[src/hdl/cpualu_pkg.sv]
// cpualu_pkg: operation codes, flag and item types for the 8-bit alu
// with flag register; used by cpualu_core and cpu_alu_with_flags
// no dependencies
package cpualu_pkg;

  localparam int unsigned WordW   = 16;
  localparam int unsigned ByteW   = 8;
  localparam int unsigned ActionW = 5;
  localparam int unsigned BitIdxW = 3;

  // operation codes
  typedef enum logic [ActionW-1:0] {
    ACT_INC     = 5'd0,
    ACT_DEC     = 5'd1,
    ACT_ADD     = 5'd2,
    ACT_ADC     = 5'd3,
    ACT_SUB     = 5'd4,
    ACT_SBC     = 5'd5,
    ACT_CP      = 5'd6,
    ACT_AND     = 5'd7,
    ACT_OR      = 5'd8,
    ACT_XOR     = 5'd9,
    ACT_BIT     = 5'd10,
    ACT_SWAP    = 5'd11,
    ACT_RLCA    = 5'd12,
    ACT_RLC     = 5'd13,
    ACT_RLA     = 5'd14,
    ACT_RL      = 5'd15,
    ACT_RRCA    = 5'd16,
    ACT_RRC     = 5'd17,
    ACT_RRA     = 5'd18,
    ACT_RR      = 5'd19,
    ACT_SLA     = 5'd20,
    ACT_SRA     = 5'd21,
    ACT_SRL     = 5'd22,
    ACT_ADD16   = 5'd23,
    ACT_ADD_SP  = 5'd24,
    ACT_LD_FLAG = 5'd25
  } action_t;

  // flag register, z in the top bit as in the flag byte
  typedef struct packed {
    logic z;
    logic n;
    logic h;
    logic c;
  } flags_t;

  // one input item as held in the input register
  typedef struct packed {
    logic [ActionW-1:0] action;
    logic [WordW-1:0]   operand_a;
    logic [WordW-1:0]   operand_b;
    logic [BitIdxW-1:0] bit_index;
    logic               carry_in;
  } item_t;

  // one result item
  typedef struct packed {
    logic [WordW-1:0] result;
    flags_t           flags;
  } res_t;

endpackage

[src/hdl/cpualu_core.sv]
// cpualu_core: combinational datapath for one alu operation and its flags
// depends on cpualu_pkg
module cpualu_core (
  input  cpualu_pkg::item_t  item,
  input  cpualu_pkg::flags_t flags_cur,
  output cpualu_pkg::res_t   res
);

  logic [7:0]  a;
  logic [7:0]  b;
  logic [15:0] a16;
  logic [15:0] b16;
  logic        cin_add;
  logic        cin_sub;
  logic [8:0]  sum9;
  logic [4:0]  hsum5;
  logic [8:0]  dif9;
  logic [4:0]  hdif5;
  logic [16:0] sum17;
  logic [12:0] sum13;
  logic [15:0] sp_sum;
  logic [4:0]  sp_h5;
  logic [8:0]  sp_c9;
  logic [7:0]  r8;
  logic [15:0] r16;
  logic        wide;
  cpualu_pkg::flags_t f;

  assign a   = item.operand_a[7:0];
  assign b   = item.operand_b[7:0];
  assign a16 = item.operand_a;
  assign b16 = item.operand_b;

  // carry/borrow only enters for adc and sbc
  assign cin_add = (item.action == cpualu_pkg::ACT_ADC) ? item.carry_in : 1'b0;
  assign cin_sub = (item.action == cpualu_pkg::ACT_SBC) ? item.carry_in : 1'b0;

  // 8-bit adder and subtractor with nibble carries
  assign sum9  = {1'b0, a} + {1'b0, b} + {8'd0, cin_add};
  assign hsum5 = {1'b0, a[3:0]} + {1'b0, b[3:0]} + {4'd0, cin_add};
  assign dif9  = {1'b0, a} - {1'b0, b} - {8'd0, cin_sub};
  assign hdif5 = {1'b0, a[3:0]} - {1'b0, b[3:0]} - {4'd0, cin_sub};

  // 16-bit add, carries from bit 11 and bit 15
  assign sum17 = {1'b0, a16} + {1'b0, b16};
  assign sum13 = {1'b0, a16[11:0]} + {1'b0, b16[11:0]};

  // word plus signed byte, flags from the unsigned low byte add
  assign sp_sum = a16 + {{8{b[7]}}, b};
  assign sp_h5  = {1'b0, a16[3:0]} + {1'b0, b[3:0]};
  assign sp_c9  = {1'b0, a16[7:0]} + {1'b0, b};

  // operation decode
  always_comb begin
    r8   = 8'd0;
    r16  = 16'd0;
    wide = 1'b0;
    f    = flags_cur;
    unique case (item.action) inside
      cpualu_pkg::ACT_INC: begin
        r8  = a + 8'd1;
        f.z = (r8 == 8'd0);
        f.n = 1'b0;
        f.h = (a[3:0] == 4'hF);
      end
      cpualu_pkg::ACT_DEC: begin
        r8  = a - 8'd1;
        f.z = (r8 == 8'd0);
        f.n = 1'b1;
        f.h = (a[3:0] == 4'h0);
      end
      cpualu_pkg::ACT_ADD, cpualu_pkg::ACT_ADC: begin
        r8 = sum9[7:0];
        f  = '{z: (sum9[7:0] == 8'd0), n: 1'b0, h: hsum5[4], c: sum9[8]};
      end
      cpualu_pkg::ACT_SUB, cpualu_pkg::ACT_SBC: begin
        r8 = dif9[7:0];
        f  = '{z: (dif9[7:0] == 8'd0), n: 1'b1, h: hdif5[4], c: dif9[8]};
      end
      cpualu_pkg::ACT_CP: begin
        r8 = a;
        f  = '{z: (dif9[7:0] == 8'd0), n: 1'b1, h: hdif5[4], c: dif9[8]};
      end
      cpualu_pkg::ACT_AND: begin
        r8 = a & b;
        f  = '{z: (r8 == 8'd0), n: 1'b0, h: 1'b1, c: 1'b0};
      end
      cpualu_pkg::ACT_OR: begin
        r8 = a | b;
        f  = '{z: (r8 == 8'd0), n: 1'b0, h: 1'b0, c: 1'b0};
      end
      cpualu_pkg::ACT_XOR: begin
        r8 = a ^ b;
        f  = '{z: (r8 == 8'd0), n: 1'b0, h: 1'b0, c: 1'b0};
      end
      cpualu_pkg::ACT_BIT: begin
        r8  = a;
        f.z = ~a[item.bit_index];
        f.n = 1'b0;
        f.h = 1'b1;
      end
      cpualu_pkg::ACT_SWAP: begin
        r8 = {a[3:0], a[7:4]};
        f  = '{z: (r8 == 8'd0), n: 1'b0, h: 1'b0, c: 1'b0};
      end
      cpualu_pkg::ACT_RLCA, cpualu_pkg::ACT_RLC: begin
        r8 = {a[6:0], a[7]};
        f  = '{z: item.action[0] & (r8 == 8'd0), n: 1'b0, h: 1'b0, c: a[7]};
      end
      cpualu_pkg::ACT_RLA, cpualu_pkg::ACT_RL: begin
        r8 = {a[6:0], flags_cur.c};
        f  = '{z: item.action[0] & (r8 == 8'd0), n: 1'b0, h: 1'b0, c: a[7]};
      end
      cpualu_pkg::ACT_RRCA, cpualu_pkg::ACT_RRC: begin
        r8 = {a[0], a[7:1]};
        f  = '{z: item.action[0] & (r8 == 8'd0), n: 1'b0, h: 1'b0, c: a[0]};
      end
      cpualu_pkg::ACT_RRA, cpualu_pkg::ACT_RR: begin
        r8 = {flags_cur.c, a[7:1]};
        f  = '{z: item.action[0] & (r8 == 8'd0), n: 1'b0, h: 1'b0, c: a[0]};
      end
      cpualu_pkg::ACT_SLA: begin
        r8 = {a[6:0], 1'b0};
        f  = '{z: (r8 == 8'd0), n: 1'b0, h: 1'b0, c: a[7]};
      end
      cpualu_pkg::ACT_SRA: begin
        r8 = {a[7], a[7:1]};
        f  = '{z: (r8 == 8'd0), n: 1'b0, h: 1'b0, c: a[0]};
      end
      cpualu_pkg::ACT_SRL: begin
        r8 = {1'b0, a[7:1]};
        f  = '{z: (r8 == 8'd0), n: 1'b0, h: 1'b0, c: a[0]};
      end
      cpualu_pkg::ACT_ADD16: begin
        wide = 1'b1;
        r16  = sum17[15:0];
        f.n  = 1'b0;
        f.h  = sum13[12];
        f.c  = sum17[16];
      end
      cpualu_pkg::ACT_ADD_SP: begin
        wide = 1'b1;
        r16  = sp_sum;
        f    = '{z: 1'b0, n: 1'b0, h: sp_h5[4], c: sp_c9[8]};
      end
      cpualu_pkg::ACT_LD_FLAG: begin
        r8 = {b[7:4], 4'h0};
        f  = '{z: b[7], n: b[6], h: b[5], c: b[4]};
      end
      default: begin
        // undefined codes: zero result, flags kept
        r8 = 8'd0;
      end
    endcase
  end

  assign res.result = wide ? r16 : {8'd0, r8};
  assign res.flags  = f;

endmodule

[src/hdl/cpu_alu_with_flags.sv]
// cpu_alu_with_flags: top level with input register, flag register and
// result register around the alu datapath
// depends on cpualu_pkg and cpualu_core
//
// 8-bit processor alu with a zero/subtract/half-carry/carry flag register.
// One transfer is taken per clock cycle on the input channel and one result
// leaves per cycle on the output channel while the output does not stall. A
// result passes from the input register through the datapath into the result
// register. The flag register is read and written in that single datapath
// pass, so each operation sees the flags left by the one before it. The input
// register keeps accepting while an earlier result waits, and stalls only
// when both registers are full and the output stalls.
module cpu_alu_with_flags (
  input  logic        clk,
  input  logic        rst,
  input  logic        in_valid,
  output logic        in_stall,
  input  logic [4:0]  action,
  input  logic [15:0] operand_a,
  input  logic [15:0] operand_b,
  input  logic [2:0]  bit_index,
  input  logic        carry_in,
  output logic        out_valid,
  input  logic        out_stall,
  output logic [15:0] result,
  output logic        zero_flag,
  output logic        subtract_flag,
  output logic        half_carry_flag,
  output logic        carry_flag
);

  logic                s1_valid;
  cpualu_pkg::item_t   s1_item;
  cpualu_pkg::flags_t  flag_bits;
  cpualu_pkg::res_t    core_res;
  logic [15:0]         result_reg;
  logic                in_xfer;
  logic                advance;

  // handshake: result register frees when empty or taken
  assign advance  = s1_valid & (~out_valid | ~out_stall);
  assign in_stall = s1_valid & ~advance;
  assign in_xfer  = in_valid & ~in_stall;

  // input register
  always_ff @(posedge clk) begin
    if (rst) begin
      s1_valid <= 1'b0;
    end else if (in_xfer) begin
      s1_valid <= 1'b1;
    end else if (advance) begin
      s1_valid <= 1'b0;
    end
  end

  always_ff @(posedge clk) begin
    if (in_xfer) begin
      s1_item <= '{action: action, operand_a: operand_a, operand_b: operand_b,
                   bit_index: bit_index, carry_in: carry_in};
    end
  end

  // datapath
  cpualu_core u_core (
    .item      (s1_item),
    .flags_cur (flag_bits),
    .res       (core_res)
  );

  // flag register and result valid
  always_ff @(posedge clk) begin
    if (rst) begin
      flag_bits <= '0;
      out_valid <= 1'b0;
    end else if (advance) begin
      flag_bits <= core_res.flags;
      out_valid <= 1'b1;
    end else if (~out_stall) begin
      out_valid <= 1'b0;
    end
  end

  // result register
  always_ff @(posedge clk) begin
    if (advance) begin
      result_reg <= core_res.result;
    end
  end

  // the flag register always holds the flags of the last result
  assign result          = result_reg;
  assign zero_flag       = flag_bits.z;
  assign subtract_flag   = flag_bits.n;
  assign half_carry_flag = flag_bits.h;
  assign carry_flag      = flag_bits.c;

endmodule

[config.mk]
export PLATFORM = sky130hd
export DESIGN_NAME = cpu_alu_with_flags
export DESIGN_NICKNAME = d
export VERILOG_FILES = /design/src/hdl/cpualu_pkg.sv /design/src/hdl/cpualu_core.sv /design/src/hdl/cpu_alu_with_flags.sv
export SDC_FILE = /design/constraint.sdc
export NUM_CORES = 1
export LEC_CHECK = 0
export BUFFER_PORTS_ARGS = -buffer_cell sky130_fd_sc_hd__buf_2
export CAP_MARGIN = 20
export CORE_MARGIN = 8
export CORE_UTILIZATION = 54
export DETAILED_ROUTE_END_ITERATION = 8
export GPL_TIMING_DRIVEN = 0
export PLACE_DENSITY = 0.88
export SYNTH_ARGS = -nofsm -noshare
export SYNTH_HDL_FRONTEND = slang
export SYNTH_SLANG_ARGS = --single-unit
[constraint.sdc]
create_clock -name clk -period 3.1 [get_ports clk]
set_input_delay 0.31 -clock clk [delete_from_list [all_inputs] [get_ports clk]]
set_output_delay 0.31 -clock clk [all_outputs]
set_load 0.01 [all_outputs]
=== Word-level counts from Yosys, hierarchy flattened ===
Index checks and enable logic that the tools add are counted.

* Register bits: 63
* Latch bits: 0
* RAM bits: 0
* Memory bits (read-only): 0
* Input bits: 45
* Output and inout port bits: 22
* Memories: 0

* Add/sub/neg operators: 13
* Multiply operators: 0
* Div/mod/pow operators: 0
* Order comparisons: 1
* Equality and inequality tests: 27
* Shift-type cells: 0
* Multiplexer cells: 15
* Bitwise gates (word level): 16
* Reduce and logical (&&, ||, !) cells: 38

{| class="wikitable"
|+ Operator list
! operator !! count
|-
| $pmux W8 S17 || 1
|-
| $logic_not A8 Y1 || 13
|-
| $eq A5 B5 Y1 const B || 10
|-
| $eq A5 B4 Y1 const B || 8
|-
| $pmux W16 S2 || 1
|-
| $eq A5 B3 Y1 const B || 4
|-
| $pmux W1 S18 || 1
|-
| $pmux W2 S9 || 1
|-
| $reduce_bool A18 Y1 || 1
|-
| $reduce_or A2 Y1 || 9
|-
| $add A16 B16 Y17 || 1
|-
| $add A16 B16 Y16 || 1
|-
| $logic_not A7 Y1 || 2
|-
| $reduce_or A14 Y1 || 1
|-
| $add A12 B12 Y13 || 1
|-
| $eq A5 B2 Y1 const B || 2
|-
| $add A8 B8 Y9 || 1
|-
| $add A9 B1 Y9 || 1
|-
| $reduce_bool A9 Y1 || 1
|-
| $sub A8 B8 Y9 || 1
|-
| $sub A9 B1 Y9 || 1
|-
| $add A8 B1 Y8 const B || 1
|-
| $and A8 B8 Y8 || 1
|-
| $mux W1 || 8
|-
| other kinds (26) || 38
|}

=== Depth between registers and ports, before layout ===
* Word-level depth: 8
* Depth in mapped cells: 14

=== Hierarchy ===
From an unflattened synthesis, not the netlist that was laid out.

* Cells, all modules: 610
* Area, all modules: 5520.3 µm²

{| class="wikitable"
|+ By module, submodules not included
! module !! times used !! cells an instance !! area each (µm²) !! sequential area each (µm²)
|-
| cpualu_core || 1 || 526 || 3545.9 || 0.0
|-
| cpu_alu_with_flags || 1 || 84 || 1974.4 || 1831.8
|}

=== Worst setup path after synthesis ===
Ideal clock, no wire load.

* Path kind: reg-to-reg
* From: register s1_item[39] in the netlist's numbering
* To: register flag_bits, in the netlist carry_flag
* Arrival time: 3278 ps
* Data required time: 2971 ps
* Setup slack: -307 ps
* Cell stages (with the launch flop): 14
* Buffers on the path: 2
* Clock period less this slack: 3407 ps
* Cells stage by stage: edfxtp_1 > clkbuf_1 > clkbuf_8 > nor2b_1 > nand4_1 > fa_1 > fa_1 > or2_2 > a21oi_1 > o21ai_0 > a31oi_1 > xor2_1 > a211oi_1 > a221oi_2

* Cells in the longest elaborated chain, start to end: 4
* Elaborated cells on any way between the ends: 35
* Classes of those cells: add/sub (2); eq/ne (23); mux (3); reduce/logical (7)

{| class="wikitable"
|+ RTL lines
! what !! line !! text
|-
| start, declared || cpu_alu_with_flags.sv:33 || <nowiki>cpualu_pkg::item_t s1_item;</nowiki>
|-
| start signal, assigned || cpu_alu_with_flags.sv:58 || <nowiki>s1_item <= '{action: action, operand_a: operand_a, operand_b: operand_b,</nowiki>
|-
| $eq A5 B3 Y1, or another cell as far along || cpualu_core.sv:36 || <nowiki>assign cin_sub = (item.action == cpualu_pkg::ACT_SBC) ? item.carry_in : 1'b0;</nowiki>
|-
| $mux W1, or another cell as far along || cpualu_core.sv:36 ||
|-
| $sub A9 B1 Y9, or another cell as far along || cpualu_core.sv:41 || <nowiki>assign dif9 = {1'b0, a} - {1'b0, b} - {8'd0, cin_sub};</nowiki>
|-
| $pmux W1 S8 or $reduce_and A2 Y1 (tied branches) || n/a ||
|-
| end signal, assigned || cpu_alu_with_flags.sv:76 || <nowiki>flag_bits <= core_res.flags;</nowiki>
|-
| end, declared || cpu_alu_with_flags.sv:34 || <nowiki>cpualu_pkg::flags_t flag_bits;</nowiki>
|}

Parallel ways exist; a longest one is shown, timed or not.
A chain may end at the register's enable or synchronous reset.

=== Worst setup path after layout ===
* From: register s1_item[36] in the netlist's numbering
* To: register flag_bits, in the netlist half_carry_flag

* Cells in the longest elaborated chain, start to end: 4
* Elaborated cells on any way between the ends: 37
* Classes of those cells: add/sub (2); eq/ne (25); mux (3); reduce/logical (7)

{| class="wikitable"
|+ RTL lines
! what !! line !! text
|-
| $eq A5 B3 Y1, or another cell as far along || cpualu_core.sv:36 ||
|-
| $mux W1, or another cell as far along || cpualu_core.sv:36 ||
|-
| $sub A5 B1 Y5, or another cell as far along || cpualu_core.sv:42 || <nowiki>assign hdif5 = {1'b0, a[3:0]} - {1'b0, b[3:0]} - {4'd0, cin_sub};</nowiki>
|-
| $pmux W2 S9 or $reduce_and A2 Y1 (tied branches) || n/a ||
|}

Parallel ways exist; a longest one is shown, timed or not.

==> results by stage <==
Min path:
- The startpoint of the most critical hold path is operand_b[0].
- Along the worst hold path, the cell count comes to 1.
- The worst hold path belongs to the class input port to flop.

Yosys:
- In the post-synthesis netlist, the biggest area contributors are sky130_fd_sc_hd__edfxtp_1 31%, sky130_fd_sc_hd__ha_1 11%, sky130_fd_sc_hd__xnor2_1 4.4%.
- The async set-or-reset flop fraction in the synthesized netlist is 0.
- The most common cell in the synthesized netlist is sky130_fd_sc_hd__edfxtp_1.
- A synthesized cell averages 9.17 sq um.
- Ranked by instance count, the synthesized netlist is headed by 57 x sky130_fd_sc_hd__edfxtp_1, 50 x sky130_fd_sc_hd__ha_1, 45 x sky130_fd_sc_hd__nand2_1.
- After synthesis the netlist holds a flip-flop and latch count of 63.
- Counting every net in the synthesized netlist gives 705.
- Counting distinct cell types in the post-synthesis netlist gives 80.
- The share of synthesized area in the top cell type comes to 0.307.
- The dominant synthesized flop cell is sky130_fd_sc_hd__edfxtp_1.
- The mapped netlist covers 0.00557 sq mm.
- The number of warnings printed during yosys synthesis is 0.
- The cell taking the most area after synthesis is sky130_fd_sc_hd__edfxtp_1.
- Counting flops with a built-in enable in the synthesized netlist gives 57.
- The portion of the post-synthesis area used by sequential elements is 0.329.
- After technology mapping, the gate count stands at 607.

Routing:
- Once detail routing completed, the nets flagged for antenna violations numbered 0.
- The final layout contains routed wiring with a total length of 20300 um.
- Dividing the detail-routed via count by the number of cells gives 6.61.
- Dividing the detail-routed wire length by the instance count gives 23.7 um.
- The detailed router finished its first iteration with 757 violations.
- The first TritonRoute pass finished after 7 iterations.
- The DRC violations left is 0.
- Across all layers, the routed design uses 5663 vias.

Setup path:
- The worst setup path is launched from a flop.
- The category of the most critical setup path is flop to flop.
- The signal on the critical path passes through buf_4, nand4_1, fa_2, fa_2, or2_4, a21oi_4, buf_6, xnor2_2, a221oi_2, o221ai_2, a32o_1.
- The endpoint kind of the worst setup timing path is a flop.
- In this run the worst setup path begins at s1_item[36].
- The delay of the slowest critical-path stage is 0.47 ns.
- The cell that appears most often on the critical path is sky130_fd_sc_hd__fa_2.
- The length in cells of the worst reg-to-reg path is 11.
- Data arrives at the worst endpoint at 3.44 ns.
- Along the worst path, the maximum fanout reaches 19.
- In this run the critical register-to-register path is launched from s1_item[36].
- The cell type of the slowest stage on the worst timing path is sky130_fd_sc_hd__fa_2.
- For the worst setup path, the data required time is 3.37 ns.

Clock network:
- The tree is rooted in a sky130_fd_sc_hd__clkbuf_8.
- The worst-skew pair later-pin latency is 0.38 ns.
- TritonCTS built the clock tree.
- The total number of clock tree sinks is 63.
- The clock passes through at most 2 buffers.
- The clock slew seen by the registers of the worst setup and hold paths is 0.09 ns.
- Clock tree synthesis inserted a total of 9 buffers.
- The H-tree was split into 3 levels.

GRT:
- The first global-routing pass estimated 30600 um of wire.
- The total routing usage reported by global routing is 0.282.
- The pin count of the biggest net entering global routing is 24.
- The via count of the first global-routing pass is 5384.
- The initial antenna violation count came to 0.
- The aggregate global routing overflow is 0.

Place:
- The congestion estimate from routability-driven global placement came to 0.980.
- Port buffering added 66 buffers.
- The half-perimeter wire length of the detailed placement result is 14600 um.

Pwr:
- The cell area power density is 397 mW/mm^2.
- The leakage component of the power is 2.74 nW.
- The design draws 2.77 mW.
- Across the VDD grid, the largest voltage drop is 0.000317 V.

Status:
- The checks that failed: negative setup slack.
- The run finished, with violations left.

Final layout:
- The synthesis-to-layout area growth is 25.5%.
- The number of filler instances in the final layout is 808.
- At the end of the flow the core is filled with cells to 0.686.
- The number of flip-flops under the largest register name is 41.
- The ratio of cells with drive above 1 in the final layout is 0.284.
- The net count of the finished layout is 814.
- The repair_antennas step left the layout with diodes totalling 0.

STA:
- The final critical-path share of the clock period is 1.02.
- The max-slew violation count is 0.
- In the post-route analysis, the smallest setup slack over all paths is -0.0747 ns.
- Final hold analysis gives a worst-case slack of 0.0982 ns.
- The number of endpoints failing setup at the final stage is 7.
- Measured against its own limit, the worst slew margin works out to 0.317.
- The hold violation count in the final report is 0.
- Based on the critical path, the design can be clocked at up to 315 MHz.
- The worst path in the final design needs a cycle of 3.17 ns, including I/O delays and setup.
- For the pin with the worst max-slew slack, the measured transition is 1.02 ns.
- Setup repair after global routing could not meet its margin everywhere.
- On the final layout, the worst clock skew is 0.0243 ns.

Floorplanning:
- The row count is 37.
- The starting utilization of the core area is 0.547.
- Measured along the x axis, the die boundary spans 118 um.
- The die covers 0.0138 sq mm.
- 67 I/O pins were placed.
- The floorplan step set the die height to 118 um.
- The core region is 0.0102 sq mm.

Run:
- Across the run, the number of max-cap violations was 0.
[cells in the final DEF (no fill, tap or decap), types with 4 or more instances in the layout]
cell type                  count
sky130_fd_sc_hd__a21o_1        8
sky130_fd_sc_hd__a21oi_1      28
sky130_fd_sc_hd__a221oi_1     16
sky130_fd_sc_hd__a222oi_1      4
sky130_fd_sc_hd__a22oi_1       9
sky130_fd_sc_hd__a31oi_1       4
sky130_fd_sc_hd__and3_1        4
sky130_fd_sc_hd__buf_2        68
sky130_fd_sc_hd__buf_4        35
sky130_fd_sc_hd__buf_6         9
sky130_fd_sc_hd__clkbuf_1     12
sky130_fd_sc_hd__clkbuf_8     11
sky130_fd_sc_hd__dfxtp_1       6
sky130_fd_sc_hd__edfxtp_1     57
sky130_fd_sc_hd__ha_1         44
sky130_fd_sc_hd__ha_4          4
sky130_fd_sc_hd__inv_1        31
sky130_fd_sc_hd__mux2i_1       6
sky130_fd_sc_hd__nand2_1      44
sky130_fd_sc_hd__nand2b_1      6
sky130_fd_sc_hd__nand3_1      16
sky130_fd_sc_hd__nand4_1      15
sky130_fd_sc_hd__nor2_1       42
sky130_fd_sc_hd__nor2b_1       8
sky130_fd_sc_hd__nor3_1       16
sky130_fd_sc_hd__nor4_1        8
sky130_fd_sc_hd__o211ai_1      6
sky130_fd_sc_hd__o21a_1        8
sky130_fd_sc_hd__o21ai_0      21
sky130_fd_sc_hd__o21ai_1       8
sky130_fd_sc_hd__o21ai_2       5
sky130_fd_sc_hd__o21bai_1      4
sky130_fd_sc_hd__o22ai_1       6
sky130_fd_sc_hd__or2_2         4
sky130_fd_sc_hd__xnor2_1      24
sky130_fd_sc_hd__xnor2_2       4
sky130_fd_sc_hd__xor2_1        9
[where the power goes]
group | leakage, nW | internal [mW] | switching, mW
Combinational | 2.05 | 0.423 | 0.592
Clock | 0.0940 | 0.390 | 0.349
Sequential | 0.597 | 0.987 | 0.0332
[metal layers]
| metal | track usage | share of wire | vias up |
|---|---|---|---|
| met5 | 0 | 0 | - |
| met3 | 0.0681 | 0.095 | 61 |
| met4 | 0.117 | 0.037 | 0 |
| met1 | 0.361 | 0.41 | 2687 |
| met2 | 0.444 | 0.46 | 366 |
| li1 | - | - | 2549 |
[cells by family after synthesis]
| logic type | Yosys count | share of synthesized area |
|---|---|---|
| AND/OR/NAND/NOR | 201 | 0.186 |
| XOR/XNOR | 40 | 0.0629 |
| flip-flops | 63 | 0.329 |
| multiplexers | 9 | 0.0209 |
| adder cells (fa/ha/maj) | 53 | 0.123 |
| buffers and inverters | 63 | 0.0519 |
| AO/OA/AOI/OAI | 178 | 0.226 |
[worst max-delay path: cells and delay by family (launching register included)]
kind,cells,cell delay (ns)
xor+xnor,1,0.09
flops,1,0.41
simple gates,2,0.55
compound gates,4,0.82
fa+ha+maj,2,0.82
buf+inv,2,0.39
[area by class of cell]
| cell class | instances | area, sq um | share of cell area |
|---|---|---|---|
| buffer | 26 | 191 | 0.0274 |
| timing repair buffer | 101 | 614 | 0.0879 |
| clock buffer | 12 | 145 | 0.0208 |
| sequential | 63 | 1830 | 0.262 |
| multi-input combinational | 481 | 3860 | 0.552 |
| inverter | 34 | 128 | 0.0183 |
| clock inverter | 4 | 46.3 | 0.00663 |
| tap | 136 | 170 | 0.0244 |
[metrics by stage]
stage	instance area (sq um)	instances	setup WS (ns)	setup TNS, ns
global placement	6100	809	-0.946	-32.20
floorplan	5600	607	0.0155	0
finish	6990	857	-0.0747	-0.237
global route	6990	857	-0.149	-0.976
detailed placement	6150	812	-0.895	-8.00
CTS	6680	843	-0.0651	-0.156
[worst paths after layout]
| check | to | slack [ns] |
|---|---|---|
| setup reg to reg | half_carry_flag | -0.07 |
| setup / recovery | half_carry_flag | -0.07 |
| hold reg to reg | subtract_flag | 0.49 |
| hold / removal | s1_item[4] | 0.1 |
[timing repair]
item | in CTS | in global routing
setup buffers | 18 | 14
endpoints found under the setup margin | 18 | 12
resized for setup | 62 | 39
pin swaps | 22 | 23
hold buffers | 0 | 0
Power figures use the tool's default switching activity.
